$ cat src/hw/rtl/fpw_pkg.sv
package fpw_pkg;

    localparam int PA_BITS    = 52;
    localparam int VA_BITS    = 48;
    localparam int ENTRY_BITS = 64;
    localparam int IDX_BITS   = 9;

    localparam logic [PA_BITS-1:0] FRAME_4K  = PA_BITS'(52'hFFFFFFFFFF000);
    localparam logic [PA_BITS-1:0] FRAME_1G  = PA_BITS'(52'hFFFFFC0000000);
    localparam logic [PA_BITS-1:0] FRAME_2M  = PA_BITS'(52'hFFFFFFFE00000);
    localparam logic [29:0]        OFFS_1G   = 30'h3FFFFFFF;
    localparam logic [20:0]        OFFS_2M   = 21'h1FFFFF;
    localparam logic [11:0]        OFFS_4K   = 12'hFFF;
    localparam int                 LARGE_BIT = 7;

    localparam logic OP_REQUEST  = 1'b0;
    localparam logic OP_RESPONSE = 1'b1;

    localparam logic KIND_READ = 1'b0;
    localparam logic KIND_DONE = 1'b1;

    localparam logic [1:0] ST_OK          = 2'd0;
    localparam logic [1:0] ST_READ_FAIL   = 2'd1;
    localparam logic [1:0] ST_EMPTY       = 2'd2;
    localparam logic [1:0] ST_IDLE_RESP   = 2'd3;

    typedef enum logic [2:0] {
        WALK_IDLE = 3'd0,
        WALK_L0   = 3'd1,
        WALK_L1   = 3'd2,
        WALK_L2   = 3'd3,
        WALK_L3   = 3'd4
    } walk_step_t;

    typedef struct packed {
        logic                  operation;
        logic [VA_BITS-1:0]    virtual_address;
        logic [ENTRY_BITS-1:0] entry_data;
        logic                  read_ok;
    } fpw_in_t;

    typedef struct packed {
        logic               result_kind;
        logic [PA_BITS-1:0] entry_address;
        logic [PA_BITS-1:0] phys_addr;
        logic [1:0]         status;
        logic [1:0]         fault_level;
    } fpw_out_t;

endpackage

$ cat src/hw/rtl/four_level_page_walker_core.sv
// Four-level page walker. A request beat (tuser = 0) latches the virtual address and returns
// an entry read beat carrying the top-level entry address; each response beat (tuser = 1)
// returns either the next entry address or a finished beat with the physical address, or
// zero with a status and fault level on failure. One beat is taken every clock: a beat
// passes an input register, the walk logic and a result register, and the walk state is
// updated as the beat leaves the input register, which lets the next beat follow straight
// behind. Throughput drops only while the result register is held by m_tready low.
// root_table_base is written over cfg_*; the user must write it only while no beat is in
// flight, as the block itself does not enforce this.
module four_level_page_walker_core (
    input  logic                       clk,
    input  logic                       rst_n,
    input  logic                       s_tvalid,
    output logic                       s_tready,
    // [47:0] virtual_address, [111:48] entry_data, [112] read_ok, [119:113] zero
    input  logic [119:0]               s_tdata,
    // [0] operation
    input  logic [0:0]                 s_tuser,
    output logic                       m_tvalid,
    input  logic                       m_tready,
    // [51:0] entry_address, [103:52] phys_addr, [105:104] status,
    // [107:106] fault_level
    output logic [111:0]               m_tdata,
    // [0] result_kind
    output logic [0:0]                 m_tuser,
    input  logic                       cfg_valid,
    output logic                       cfg_ready,
    input  logic [fpw_pkg::PA_BITS-1:0] cfg_data
);
    import fpw_pkg::*;

    logic               in_valid_reg;
    logic               in_valid_next;
    fpw_in_t            in_item_reg;
    logic               out_valid_reg;
    logic               out_valid_next;
    fpw_out_t           out_item_reg;
    fpw_out_t           res;
    logic [PA_BITS-1:0] root_reg;
    logic               advance;
    logic               item_fire;
    logic               s_fire;

    assign advance   = !out_valid_reg || m_tready;
    assign item_fire = in_valid_reg && advance;
    assign s_tready  = !in_valid_reg || advance;
    assign s_fire    = s_tvalid && s_tready;
    assign cfg_ready = 1'b1;

    always_comb
    begin
        in_valid_next = in_valid_reg;
        if (s_fire)
            in_valid_next = 1'b1;
        else if (advance)
            in_valid_next = 1'b0;

        out_valid_next = out_valid_reg;
        if (item_fire)
            out_valid_next = 1'b1;
        else if (m_tready)
            out_valid_next = 1'b0;
    end

    fpw_walk u_walk (
        .clk             (clk),
        .rst_n           (rst_n),
        .item_fire       (item_fire),
        .item            (in_item_reg),
        .root_table_base (root_reg),
        .res             (res)
    );

    always_ff @(posedge clk or negedge rst_n)
    begin
        if (!rst_n)
        begin
            in_valid_reg  <= 1'b0;
            out_valid_reg <= 1'b0;
            root_reg      <= '0;
        end
        else
        begin
            in_valid_reg  <= in_valid_next;
            out_valid_reg <= out_valid_next;
            if (cfg_valid && cfg_ready)
                root_reg <= cfg_data;
        end
    end

    // payload: load on accept, hold otherwise
    always_ff @(posedge clk)
    begin
        if (s_fire)
        begin
            in_item_reg.operation       <= s_tuser[0];
            in_item_reg.virtual_address <= s_tdata[47:0];
            in_item_reg.entry_data      <= s_tdata[111:48];
            in_item_reg.read_ok         <= s_tdata[112];
        end
        if (item_fire)
            out_item_reg <= res;
    end

    assign m_tvalid = out_valid_reg;
    assign m_tuser  = out_item_reg.result_kind;
    assign m_tdata  = {4'b0000, out_item_reg.fault_level, out_item_reg.status,
                       out_item_reg.phys_addr, out_item_reg.entry_address};

endmodule

$ cat src/hw/rtl/fpw_walk.sv
module fpw_walk (
    input  logic                       clk,
    input  logic                       rst_n,
    input  logic                       item_fire,
    input  fpw_pkg::fpw_in_t           item,
    input  logic [fpw_pkg::PA_BITS-1:0] root_table_base,
    output fpw_pkg::fpw_out_t          res
);
    import fpw_pkg::*;

    walk_step_t          step_reg;
    walk_step_t          step_next;
    logic [VA_BITS-1:0]  hva_reg;
    logic [VA_BITS-1:0]  hva_next;

    logic [1:0]          level;
    logic [1:0]          next_level;
    logic                walking;
    logic                big_page;
    logic [PA_BITS-1:0]  entry_pa;
    logic [IDX_BITS-1:0] req_idx;
    logic [IDX_BITS-1:0] next_idx;

    function automatic logic [IDX_BITS-1:0] level_index(input logic [VA_BITS-1:0] va,
                                                         input logic [1:0] lvl);
        logic [IDX_BITS-1:0] idx;
        case (lvl)
            2'd0:    idx = va[47:39];
            2'd1:    idx = va[38:30];
            2'd2:    idx = va[29:21];
            2'd3:    idx = va[20:12];
            default: idx = va[47:39];
        endcase
        return idx;
    endfunction

    function automatic logic [PA_BITS-1:0] idx_offset(input logic [IDX_BITS-1:0] idx);
        return {{(PA_BITS-IDX_BITS-3){1'b0}}, idx, 3'b000};
    endfunction

    always_comb
    begin
        case (step_reg)
            WALK_L0: begin walking = 1'b1; level = 2'd0; end
            WALK_L1: begin walking = 1'b1; level = 2'd1; end
            WALK_L2: begin walking = 1'b1; level = 2'd2; end
            WALK_L3: begin walking = 1'b1; level = 2'd3; end
            default: begin walking = 1'b0; level = 2'd0; end
        endcase
    end

    assign next_level = level + 2'd1;
    assign big_page   = item.entry_data[LARGE_BIT];
    assign entry_pa   = item.entry_data[PA_BITS-1:0];
    assign req_idx    = level_index(item.virtual_address, 2'd0);
    assign next_idx   = level_index(hva_reg, next_level);

    // next state
    always_comb
    begin
        step_next = step_reg;
        hva_next  = hva_reg;
        if (item_fire)
        begin
            if (item.operation == OP_REQUEST)
            begin
                step_next = WALK_L0;
                hva_next  = item.virtual_address;
            end
            else if (!walking || !item.read_ok || item.entry_data == '0)
            begin
                step_next = WALK_IDLE;
            end
            else
            begin
                case (step_reg)
                    WALK_L0: step_next = WALK_L1;
                    WALK_L1: step_next = big_page ? WALK_IDLE : WALK_L2;
                    WALK_L2: step_next = big_page ? WALK_IDLE : WALK_L3;
                    default: step_next = WALK_IDLE;
                endcase
            end
        end
    end

    // result
    always_comb
    begin
        res = '0;
        if (item.operation == OP_REQUEST)
        begin
            res.result_kind   = KIND_READ;
            res.entry_address = root_table_base + idx_offset(req_idx);
        end
        else if (!walking)
        begin
            res.result_kind = KIND_DONE;
            res.status      = ST_IDLE_RESP;
        end
        else if (!item.read_ok)
        begin
            res.result_kind = KIND_DONE;
            res.status      = ST_READ_FAIL;
            res.fault_level = level;
        end
        else if (item.entry_data == '0)
        begin
            res.result_kind = KIND_DONE;
            res.status      = ST_EMPTY;
            res.fault_level = level;
        end
        else if (level == 2'd1 && big_page)
        begin
            res.result_kind = KIND_DONE;
            res.phys_addr   = (entry_pa & FRAME_1G)
                            + {{(PA_BITS-30){1'b0}}, hva_reg[29:0] & OFFS_1G};
        end
        else if (level == 2'd2 && big_page)
        begin
            res.result_kind = KIND_DONE;
            res.phys_addr   = (entry_pa & FRAME_2M)
                            + {{(PA_BITS-21){1'b0}}, hva_reg[20:0] & OFFS_2M};
        end
        else if (level == 2'd3)
        begin
            res.result_kind = KIND_DONE;
            res.phys_addr   = (entry_pa & FRAME_4K)
                            + {{(PA_BITS-12){1'b0}}, hva_reg[11:0] & OFFS_4K};
        end
        else
        begin
            res.result_kind   = KIND_READ;
            res.entry_address = (entry_pa & FRAME_4K) + idx_offset(next_idx);
        end
    end

    always_ff @(posedge clk or negedge rst_n)
    begin
        if (!rst_n)
        begin
            step_reg <= WALK_IDLE;
            hva_reg  <= '0;
        end
        else
        begin
            step_reg <= step_next;
            hva_reg  <= hva_next;
        end
    end

    a_req_starts_walk: assert property (@(posedge clk) disable iff (!rst_n)
        item_fire && item.operation == OP_REQUEST |=> step_reg == WALK_L0)
        else $error("request did not start a walk at the top level");

    a_read_keeps_walking: assert property (@(posedge clk) disable iff (!rst_n)
        item_fire && res.result_kind == KIND_READ |=> step_reg != WALK_IDLE)
        else $error("entry read issued but walk went idle");

    a_done_goes_idle: assert property (@(posedge clk) disable iff (!rst_n)
        item_fire && res.result_kind == KIND_DONE |=> step_reg == WALK_IDLE)
        else $error("walk finished but state not idle");

    a_state_holds: assert property (@(posedge clk) disable iff (!rst_n)
        !item_fire |=> $stable(step_reg) && $stable(hva_reg))
        else $error("walk state moved without an item");

endmodule

$ cat config.mk
export PLATFORM = sky130hd
export DESIGN_NAME = four_level_page_walker_core
export DESIGN_NICKNAME = d
export VERILOG_FILES = /design/src/hw/rtl/fpw_pkg.sv /design/src/hw/rtl/four_level_page_walker_core.sv /design/src/hw/rtl/fpw_walk.sv
export SDC_FILE = /design/constraint.sdc
export NUM_CORES = 1
export LEC_CHECK = 0
export BUFFER_PORTS_ARGS = -buffer_cell sky130_fd_sc_hd__buf_2
export CAP_MARGIN = 20
export CELL_PAD_IN_SITES_DETAIL_PLACEMENT = 1
export CELL_PAD_IN_SITES_GLOBAL_PLACEMENT = 1
export CORE_MARGIN = 1
export CORE_UTILIZATION = 47
export DETAILED_ROUTE_END_ITERATION = 16
export PLACE_DENSITY = 0.86
export SLEW_MARGIN = 10
export SYNTH_ARGS = -nofsm -noshare
export SYNTH_HDL_FRONTEND = slang
export SYNTH_SLANG_ARGS = --single-unit
$ cat constraint.sdc
create_clock -name clk -period 6.79 [get_ports clk]
set_input_delay 2.037 -clock clk [delete_from_list [all_inputs] [get_ports clk]]
set_output_delay 2.037 -clock clk [all_outputs]
set_load 0.01 [all_outputs]
* Word-level counts from Yosys, hierarchy flattened *
Cells that the tools add are included.
Widths: inputs -> output; s select.

operators by class
  bitwise operators = 3
  reductions and logical operators = 20
  mux-type cells = 31
  equality and inequality tests = 10
  $add $sub $neg = 6

operators by type and width
  operator            count
  $mux 52             7
  $mux 104            3
  $add 52x12->52      3
  $logic_not 64->1    1
  $add 52x21->52      1
  $add 52x30->52      1
  $pmux 9 s4          1
  $mux 1              11
  $mux 3              3
  $pmux 3 s3          1
  $eq 2x2->1 const B  4
  $mux 4              2
  $reduce_or 4->1     2
  $eq 3x2->1 const B  2
  $pmux 2 s3          1
  $eq 2x1->1 const B  2
  $logic_and 1x1->1   4
  $logic_not 1->1     4
  $logic_or 1x1->1    4
  $mux 2              2
  $reduce_and 2->1    2
  $reduce_bool 2->1   2
  $eq 3x1->1 const B  1
  $eq 3x3->1 const B  1
  other kinds (3)     5

storage, ports and cells
  output and inout port bits = 116
  bits of input ports = 178
  word-level logic and storage cells = 84
  flip-flop bits (word level) = 328

* Depth between registers and ports, before layout *
  word-level depth = 13
  mapped depth = 9
  mapped depth without buffers = 8

* Cells and area by module *
Synthesis repeated with hierarchy kept, for this count alone.

second synthesis, totals
  cell total of the unflattened synthesis = 908
  area total of the unflattened synthesis = 13432.9 um^2

by module, submodules not included
  module                       area each (um^2)  cells an instance  sequential area each (um^2)  times used
  four_level_page_walker_core  9016.1            348                8047.7                       1
  fpw_walk                     4416.7            560                1051.0                       1

* Worst setup path after synthesis *
No wires, ideal clock.

  path type = input port to flip-flop
  start = in m_tready
  end = reg in_item_reg[0] (netlist name), enable pin
  setup slack = 1.419 ns
  cell stages on the path = 2
  arrival = 4.884 ns
  library setup time = 0.486 ns
  required time = 6.304 ns
  buffers on the path = 0
  cell sequence = nand3b_1 and2_1

between the ends
  cells in the longest elaborated chain, start to end = 3

RTL lines
  what               RTL line                           RTL
  from (decl)        four_level_page_walker_core.sv:20  input logic m_tready,
  $logic_or 1x1->1   four_level_page_walker_core.sv:44  assign advance = !out_valid_reg || m_tready;
  $logic_or 1x1->1   four_level_page_walker_core.sv:46  assign s_tready = !in_valid_reg || advance;
  $logic_and 1x1->1  four_level_page_walker_core.sv:47  assign s_fire = s_tvalid && s_tready;
  to (decl)          four_level_page_walker_core.sv:34  fpw_in_t in_item_reg;

Every way passes these cells.
A chain may end at the register's enable or synchronous reset.

* Final worst setup path *
  start = in m_tready
  end = out s_tready

between the ends
  cells in the longest elaborated chain, start to end = 2

RTL lines
  what              RTL line                           RTL
  $logic_or 1x1->1  four_level_page_walker_core.sv:44
  $logic_or 1x1->1  four_level_page_walker_core.sv:46
  to (decl)         four_level_page_walker_core.sv:14  output logic s_tready,

Every way passes these cells.

==> flow_metrics.tcl <==
set metrics [dict create \
    p_int_uw 3600 \
    gr-usage-all-layers_pct 27.6 \
    ys.warnings.count 0 \
    grt_max_degree 83 \
    place.gp.congestion 0.952 \
    synth_cells 947 \
    period_needed_ps 4510 \
    whs_ps 465 \
    dp_hpwl_um 28000 \
    seq_area_frac_synth_pct 68.9 \
    clk_pin_slew_ps 60 \
    ys_ff_latch 319 \
    met1_length_um 15200 \
    synthFlopType "edfxtp_1" \
    holdCritPathClass "flop to flop" \
    worstPathMaxFanout 3 \
    yosysUniqueCellTypes 56 \
    switching_share_pct 26.0 \
    grt_pass1_wl_um 58000 \
    postCtsHoldBufs 0 \
    fin_skew_ps 23.7 \
    hold_viol 0 \
    wl_per_cell_um 24.1 \
    ctsLongestPathBuffers 3 \
    power.share.sequential_pct 50.7 \
    drc 0 \
    netlist_area_sq_mm 0.0132 \
    crit_arrival_ps 2470 \
    cts_buffers 34 \
    drtIter0Drc 815 \
    routed_wl_um 39400 \
    outcome "complete, no violations" \
    synth.avg_cell_area_sq_um 13.9 \
    fin_crit_sh_pct 66.4 \
    irDropWorstVdd_uv 241 \
    start_kind "input pin" \
    rows 61 \
    antenna_found_initial 6 \
    synthArstFlopShare_pct 30.1 \
    largest_register_ffs 114 \
    drive_above_1_share_pct 34.6 \
    io_pins 294 \
    cts_tree "built" \
    overflow 0 \
    required_ps 4750 \
    wl_met3_um 2910 \
    final_cell_mix "buf_2, edfxtp_1, nand2_1, dfrtp_1, mux2_2" \
    pwr-share-clk_pct 37.4 \
    critPathCaptureType "output port" \
    layout_commonest_cell "buf_2" \
    viasPerCell 5.65 \
    cts-root-buf "clkbuf_16" \
    p_sw_uw 1260 \
    p_comb_share_pct 11.9 \
    initial_core_util_pct 47.7 \
    tns_ps 0 \
    placement.io_buffers 281 \
    die_w_um 170 \
    fmax_mhz 222 \
    die_height_um 170 \
    cts-resized-gates 0 \
    syn_to_final_growth_pct 21.9 \
    rsz0062_at_grt "no" \
    first_pass_iters 5 \
    vias 9224 \
    setup_viol 0 \
    drtAntennaViolNets 0 \
    synth-edff-count 223 \
    slew_headroom_pct 39.3 \
    coreArea_sq_mm 0.0277 \
    final_net_count 1416 \
    top_layer_used "met5" \
    slew_viol_final 0 \
    die_area_sq_mm 0.0288 \
    routed-wl-met2_um 20300 \
    worst_pin_slew_ps 910 \
    cts_sinks 319 \
    grt_pass1_vias 9559 \
    htreeDepth 2 \
    p_leak_uw 0.00635 \
    post-cts-setup-buffers 0 \
    clock_latency_ps 520 \
    crit_type "input pin to output port" \
    cellPowerDensity_mw_per_mm2 302 \
    reg2reg_setup_slack_ps 3520 \
    maxCapViolations 0 \
]
[final timing paths]
kind | start | to | cells after the start
worst min-delay path | in_item_reg[96]$_DFFE_PP_ | u_walk.hva_reg[31]$_DFFE_PN0P_ | 2
min in group asynchronous | rst_n | root_reg[42]$_DFFE_PN0P_ | 1
worst max-delay path | m_tready | s_tready | 3
worst min register to register | in_item_reg[96]$_DFFE_PP_ | u_walk.hva_reg[31]$_DFFE_PN0P_ | 2
max in group asynchronous | rst_n | u_walk.hva_reg[5]$_DFFE_PN0P_ | 2
worst max register to register | in_item_reg[33]$_DFFE_PP_ | m_tdata[52]$_SDFFCE_PP0P_ | 7
[cells in the mapped netlist, types with 3 or more instances]
library cell / number / area (sq um)
nand4_1: 16 / 100
a21o_1: 5 / 37.5
nor3_1: 9 / 45.0
o21ai_0: 50 / 250
dfrtp_1: 96 / 2400
mux2i_1: 10 / 100
and4_1: 4 / 35.0
a31oi_1: 5 / 31.3
buf_4: 5 / 37.5
and3_1: 10 / 62.6
a22oi_1: 7 / 52.6
a21oi_1: 42 / 210
a2111oi_0: 3 / 26.3
a22o_1: 3 / 26.3
a211oi_1: 5 / 37.5
xor2_1: 7 / 61.3
xnor2_1: 35 / 307
edfxtp_1: 223 / 6700
nor2_1: 21 / 78.8
nand3_1: 32 / 160
ha_1: 9 / 113
nand2b_1: 5 / 31.3
nor4_1: 27 / 169
nor2b_1: 5 / 31.3
or4_1: 4 / 30.0
mux2_2: 80 / 901
inv_1: 13 / 48.8
buf_2: 7 / 35.0
a32o_1: 6 / 60.1
and2_1: 38 / 238
nand2_1: 96 / 360
clkbuf_1: 32 / 120
or3_1: 3 / 18.8
buf_1: 6 / 22.5
[cells by family (layout without fill, tap and decap cells)]
family | count (synthesis) | after routing | share of synthesized area, %
AOI/OAI and AO/OA | 145 | 145 | 6.90
other | 2 | 9 | 0.0569
buffers and inverters | 64 | 366 | 2.03
xor gates and xnor gates | 42 | 42 | 2.78
adders and majority gates | 10 | 10 | 1.00
muxes | 90 | 90 | 7.58
and+or+nand+nor | 275 | 275 | 10.8
DFF | 319 | 319 | 68.9
[layout make-up]
type | instances | area [sq um]
Clock buffer | 51 | 996
Fill cell | 2802 | 11600
Multi-Input combinational cell | 567 | 3870
Sequential cell | 319 | 9100
Clock inverter | 9 | 82.6
Antenna cell | 4 | 10.0
Tap cell | 378 | 473
Timing Repair Buffer | 292 | 1520
Inverter | 14 | 55.1
[critical path: stages]
cell	delay, ps
buf_2	100
nand3b_1	180
buf_2	160
[stage by stage]
stage | total power, uW | cells | area (sq um) | utilization, % | setup WS [ps]
after floorplan | 2780 | 950 | 13200 | - | 1420
after global placement | 3030 | 1568 | 15000 | 54.1 | 2280
after detailed placement | 3070 | 1568 | 15000 | 54.1 | 2280
after CTS | 4890 | 1628 | 16100 | 58.0 | 2270
after global routing | 5030 | 1630 | 16100 | 58.1 | 2230
final | 4870 | 1634 | 16100 | 58.1 | 2280
[routing by layer]
layer	up-vias	global-route usage, %
li1	4089	-
met1	4669	33.8
met2	385	48.4
met3	79	6.44
met4	2	7.99
met5	-	0
[power by group through the flow]
stage	sequential, uW	clock (uW)	combinational, uW
after floorplan	2460	0	321
after global placement	2490	0	538
after detailed placement	2500	0	570
after CTS	2470	1850	577
after global routing	2480	1920	627
final	2470	1820	579
(Power assumes the default switching activity.)
